<file path="src/rtl/core/path_statistics_with_drawdown_defines.svh">
// Assertion macros used by the control module of the path statistics block.
`ifndef PATH_STATISTICS_WITH_DRAWDOWN_DEFINES_SVH
`define PATH_STATISTICS_WITH_DRAWDOWN_DEFINES_SVH

`ifndef SYNTHESIS
`define PSDD_ASSERT(lbl, clk, rstn, prop, msg) \
  lbl: assert property (@(posedge clk) disable iff (!rstn) prop) else $error(msg);
`define PSDD_NEVER(lbl, clk, rstn, expr, msg) \
  lbl: assert property (@(posedge clk) disable iff (!rstn) !(expr)) else $error(msg);
`else
`define PSDD_ASSERT(lbl, clk, rstn, prop, msg)
`define PSDD_NEVER(lbl, clk, rstn, expr, msg)
`endif

`endif

</file>
<file path="src/rtl/core/psdd_pkg.sv">
package psdd_pkg;

  localparam int MaxSamples = 4096;
  localparam int PriceW     = 24;
  localparam int CntW       = 13;
  localparam int SumW       = 36;
  localparam int SqW        = 60;
  localparam int DivW       = 74;
  localparam int DivCntW    = 7;
  localparam int VarW       = 48;
  localparam int SqrtSteps  = 24;
  localparam int IdxW       = 6;
  localparam int DdW        = 16;

  typedef enum logic [1:0] {
    DivMean,
    DivVar,
    DivDd
  } div_sel_t;

  typedef struct packed {
    logic [PriceW-1:0] price;
    logic              last;
  } in_word_t;

  typedef struct packed {
    logic [PriceW-1:0] mean_price;
    logic [PriceW-1:0] std_dev;
    logic [PriceW-1:0] max_price;
    logic [PriceW-1:0] min_price;
    logic [PriceW-1:0] final_price;
    logic [DdW-1:0]    max_drawdown;
    logic [CntW-1:0]   sample_count;
    logic              too_long;
  } out_word_t;

  typedef struct packed {
    logic            acc;
    logic            prep;
    logic            mul_a;
    logic            mul_b;
    logic            div_start;
    logic            div_ld;
    div_sel_t        div_sel;
    logic            sqrt_init;
    logic            sqrt_step;
    logic            out_ld;
    logic [IdxW-1:0] idx;
  } cmd_t;

  typedef struct packed {
    logic div_done;
  } sts_t;

endpackage

</file>
<file path="src/rtl/core/psdd_ctrl.sv">
`include "path_statistics_with_drawdown_defines.svh"

module psdd_ctrl (
  input  logic            clk,
  input  logic            rst_n,
  input  logic            in_valid,
  input  logic            in_last,
  input  logic            out_stall,
  input  psdd_pkg::sts_t  sts,
  output logic            in_stall,
  output logic            out_valid,
  output psdd_pkg::cmd_t  cmd
);

  typedef enum logic [3:0] {
    S_ACC,
    S_PREP,
    S_MULA,
    S_MULB,
    S_DIV_GO,
    S_DIV_WAIT,
    S_SQ_INIT,
    S_SQRT,
    S_DONE
  } state_t;

  state_t                      state_r;
  logic [psdd_pkg::IdxW-1:0]   idx_r;
  psdd_pkg::div_sel_t          sel_r;
  logic                        out_valid_r;
  logic                        out_free;

  assign out_free  = !out_valid_r || !out_stall;
  assign in_stall  = (state_r != S_ACC);
  assign out_valid = out_valid_r;

  always_comb begin
    cmd           = '0;
    cmd.idx       = idx_r;
    cmd.div_sel   = sel_r;
    cmd.acc       = (state_r == S_ACC) && in_valid;
    cmd.prep      = (state_r == S_PREP);
    cmd.mul_a     = (state_r == S_MULA);
    cmd.mul_b     = (state_r == S_MULB);
    cmd.div_start = (state_r == S_DIV_GO);
    cmd.div_ld    = (state_r == S_DIV_WAIT) && sts.div_done;
    cmd.sqrt_init = (state_r == S_SQ_INIT);
    cmd.sqrt_step = (state_r == S_SQRT);
    cmd.out_ld    = (state_r == S_DONE) && out_free;
  end

  always_ff @(posedge clk) begin
    if (!rst_n) begin
      state_r     <= S_ACC;
      idx_r       <= '0;
      sel_r       <= psdd_pkg::DivMean;
      out_valid_r <= 1'b0;
    end else begin
      if (out_valid_r && !out_stall) begin
        out_valid_r <= 1'b0;
      end
      case (state_r)
        S_ACC: begin
          if (in_valid && in_last) begin
            state_r <= S_PREP;
          end
        end
        S_PREP: begin
          idx_r   <= '0;
          state_r <= S_MULA;
        end
        S_MULA: begin
          if (idx_r == psdd_pkg::IdxW'(psdd_pkg::CntW - 1)) begin
            idx_r   <= '0;
            state_r <= S_MULB;
          end else begin
            idx_r <= idx_r + 1'b1;
          end
        end
        S_MULB: begin
          if (idx_r == psdd_pkg::IdxW'(psdd_pkg::SumW - 1)) begin
            idx_r   <= '0;
            sel_r   <= psdd_pkg::DivMean;
            state_r <= S_DIV_GO;
          end else begin
            idx_r <= idx_r + 1'b1;
          end
        end
        S_DIV_GO: begin
          state_r <= S_DIV_WAIT;
        end
        S_DIV_WAIT: begin
          if (sts.div_done) begin
            case (sel_r)
              psdd_pkg::DivMean: begin
                sel_r   <= psdd_pkg::DivVar;
                state_r <= S_DIV_GO;
              end
              psdd_pkg::DivVar: state_r <= S_SQ_INIT;
              psdd_pkg::DivDd:  state_r <= S_DONE;
              default:          state_r <= S_ACC;
            endcase
          end
        end
        S_SQ_INIT: begin
          idx_r   <= '0;
          state_r <= S_SQRT;
        end
        S_SQRT: begin
          if (idx_r == psdd_pkg::IdxW'(psdd_pkg::SqrtSteps - 1)) begin
            idx_r   <= '0;
            sel_r   <= psdd_pkg::DivDd;
            state_r <= S_DIV_GO;
          end else begin
            idx_r <= idx_r + 1'b1;
          end
        end
        S_DONE: begin
          if (out_free) begin
            out_valid_r <= 1'b1;
            state_r     <= S_ACC;
          end
        end
        default: state_r <= S_ACC;
      endcase
    end
  end

  `PSDD_NEVER(a_done_only_waiting, clk, rst_n, sts.div_done && (state_r != S_DIV_WAIT), "divider finished outside a wait state")
  `PSDD_ASSERT(a_last_starts_finish, clk, rst_n, (state_r == S_ACC && in_valid && in_last) |=> (state_r == S_PREP), "last word did not start the finish sequence")
  `PSDD_ASSERT(a_done_emits, clk, rst_n, (state_r == S_DONE && out_free) |=> (out_valid_r && state_r == S_ACC), "finished result was not presented")
  `PSDD_NEVER(a_idx_range, clk, rst_n, (state_r == S_MULB) && (idx_r > psdd_pkg::IdxW'(psdd_pkg::SumW - 1)), "step index out of range")

endmodule

</file>
<file path="config.mk">
export PLATFORM = sky130hd
export DESIGN_NAME = psdd_ctrl
export DESIGN_NICKNAME = d
export VERILOG_FILES = /design/src/rtl/core/psdd_pkg.sv /design/src/rtl/core/psdd_ctrl.sv
export VERILOG_INCLUDE_DIRS = /design/src /design/src/rtl/core
export SDC_FILE = /design/constraint.sdc
export NUM_CORES = 1
export LEC_CHECK = 0
export ABC_AREA = 1
export BUFFER_PORTS_ARGS = -buffer_cell sky130_fd_sc_hd__buf_2
export CAP_MARGIN = 20
export CORE_UTILIZATION = 30
export DETAILED_ROUTE_END_ITERATION = 8
export HOLD_SLACK_MARGIN = 0.05
export PLACE_DENSITY = 0.5
export REMOVE_ABC_BUFFERS = 1
export SYNTH_ARGS = -nofsm -noshare
export SYNTH_HDL_FRONTEND = slang
export SYNTH_SLANG_ARGS = --single-unit
</file>
<file path="constraint.sdc">
create_clock -name clk -period 4.25 [get_ports clk]
set_input_delay 0.6375 -clock clk [delete_from_list [all_inputs] [get_ports clk]]
set_output_delay 0.6375 -clock clk [all_outputs]
set_load 0.01 [all_outputs]
</file>
==> flow_summary.yaml <==
run_status:
  status: "complete, but fails checks"
  violations: "DRC"
floorplanning:
  die_h_um: 58.0
  ioPinCount: 25
  die_area_um2: 3360
  die_w_um: 58.0
  rows: 19
  start_util_pct: 33.0
  core_area_um2: 2850
route:
  drt_iter0_markers: 28
  final_antenna_net_count: 0
  viasPerCell: 4.78
  vias: 951
  routedWlPerCell_um: 11.2
  wirelength_mm: 2.23
  drc: 1
  drtPass1Iterations: 7
layout:
  stdcell_count: 199
  final_cell_area_um2: 1130
  fill_cells: 324
  area_delta_synth_final_pct: 19.7
  diodes: 0
  layout.nets: 177
  drive_gt1_share_pct: 32.7
synthesis:
  synth-edff-count: 0
  synth.cell_area_um2: 941
  synthArstFlopShare_pct: 0
  synth-seq-area-share_pct: 27.7
  ys_ff_latch: 13
  yosysUniqueCellTypes: 23
  netlist_instances: 140
  synth_top_flop_cell: "dfxtp_1"
  syn_area_per_cell_um2: 6.72
  ys_warn_count: 0
clock_tree:
  clk_path_buf_depth: 2
  hold_buffers: 0
  ctsHtreeMaxLevel: 1
  cts_tree: "done"
  cts-root-buf: "clkbuf_4"
  cts_buffers: 3
  clkLatencyLatePin_ns: 0.28
  post_cts_buffers: 0
  clk_pin_slew_ns: 0.08
  clkSinkCount: 13
  ctsResizeCount: 0
place:
  placed_cell_area_um2: 1100
  gp_congestion: 0.788
  dp.cells: 195
  port_buffers: 24
  dp_hpwl_mm: 1.85
  dpl_worst_slack_ns: 2.54
power:
  p_per_area_nw_per_um2: 460
  ir_drop_v: 0.000201
  p_leak_nw: 0.610
sta:
  rsz0062_at_grt: "false"
  layout_setup_ws_ns: 2.25
  post-route-period-util_pct: 47.1
  worstMarginPinSlew_ns: 0.423
  finalClockSkew_ns: 0.00427
  period_needed_ns: 2.00
  clock.fmax_mhz: 499
  relSlewSlack_pct: 71.6
  slew_violations: 0
  finalSetupViolCount: 0
  hold_viol: 0
  setup_tns_ns: 0
global_route:
  grt_max_degree: 9
  grtUsageTotal_pct: 14.8
  grt_overflow: 0
  antenna_found_initial: 0
  grt_pass1_wl_mm: 3.77
  grt_pass1_vias: 844
worst_setup_path:
  slowest_delay_ns: 0.48
  critical-path-top-delay-family: "flip-flops"
  path_class: "flip-flop to output pin"
  slowest_stage: "dfxtp_1"
  required_ns: 3.61
  worstPathCellList: "inv_2, nor2_4, nand2_4, nor2_1, buf_2"
  worstPathMaxFanout: 7
  arrival_ns: 1.37
  startpoint_type: "flip-flop"
  timing.critical_path.buf_inv: 2
  critPathCaptureType: "output pin"
min_path:
  hold_path.class: "flip-flop to flip-flop"
flow_run:
  maxCapViolations: 0
## cells in the mapped netlist, types with 2 or more instances
master   number  area (µm²)
nand2_1      29         109
nand2_2       5        31.3
nor2_2        5        31.3
nor2_4        4        45.0
xor2_1        2        17.5
inv_2         3        11.3
inv_1        19        71.3
a21oi_2       2        17.5
dfxtp_1      13         260
a21oi_1       9        45.0
nand2_4       6        67.6
nor2_1       16        60.1
nand3_1      16        80.1
ha_1          2        25.0
## state kept, by name, summed over array words and instances, names as in the netlist
| signal | cells |
|---|---|
| idx_r | 6 |
| out_valid | 1 |
| sel_r | 2 |
| state_r | 4 |
## area by class of cell
cell class              instances  area [µm²]  area share [%]
multi-input cells             105         598            53.1
flip-flops and latches         13         260            23.1
repair buffers                 24         120            10.7
inverters                      22        82.6            7.33
well taps                      31        38.8            3.44
clock buffers                   4        26.3            2.33
## layout by cell type (no fill, tap or decap), types with 2 or more instances in the layout
cell,netlist,final
xor2_1,2,2
nor2_2,5,5
nand2_1,29,29
inv_2,3,3
nor2_1,16,16
nand2_2,5,5
a21oi_2,2,2
inv_1,19,19
dfxtp_1,13,13
nand2_4,6,6
ha_1,2,2
nor2_4,4,4
a21oi_1,9,9
clkbuf_4,0,3
nand3_1,16,16
buf_2,0,24
## kinds of logic after synthesis
logic type,Yosys count,synth area share (%)
buffers and inverters,22,8.78
multiplexers,1,1.06
flip-flops,13,27.7
AO/OA/AOI/OAI,12,7.18
XOR/XNOR,2,1.86
adder cells (fa/ha/maj),2,2.66
AND/OR/NAND/NOR,88,50.8
## stage by stage
stage	power, W	util, %	hold WS, ns
floorplan	0.000375	-	0.509
global placement	0.000443	38.6	0.482
detailed placement	0.000443	38.6	0.488
CTS	0.000526	39.5	0.500
global route	0.000570	39.5	0.554
finish	0.000518	39.5	0.495
## worst register-to-register path: stages, from the launching register on
cell     delay [ns]
dfxtp_1        0.42
ha_1           0.27
nand2_1        0.09
inv_1          0.06
nand3_1        0.11
nand2_1        0.09
nand2_2        0.05
nor2_2         0.12
nand2_1        0.09
nand2_1        0.06
a21oi_1        0.05
## layer usage
layer | GRT usage, % | up-vias | wire, µm
met5 | 0 | - | 0
met4 | 7.14 | 0 | 40
met3 | 2.23 | 5 | 116
met2 | 21.3 | 22 | 922
met1 | 21.5 | 429 | 1150
li1 | - | 495 | -
## power by group
part | internal, W | total (W) | switching, W
Sequential | 0.000137 | 0.000163 | 0.0000257
Combinational | 0.0000981 | 0.000276 | 0.000178
Clock | 0.0000364 | 0.0000787 | 0.0000423
## worst paths after layout
kind / startpoint / endpoint / slack (ns) / cells after the start
worst max register to register: idx_r[0] / sel_r[1] / 2.70 / 10
worst min-delay path: out_valid / out_valid / 0.49 / 2
worst max-delay path: state_r[0] / cmd[11] / 2.25 / 5
worst min register to register: out_valid / out_valid / 0.49 / 2
(Power assumes the default switching activity.)
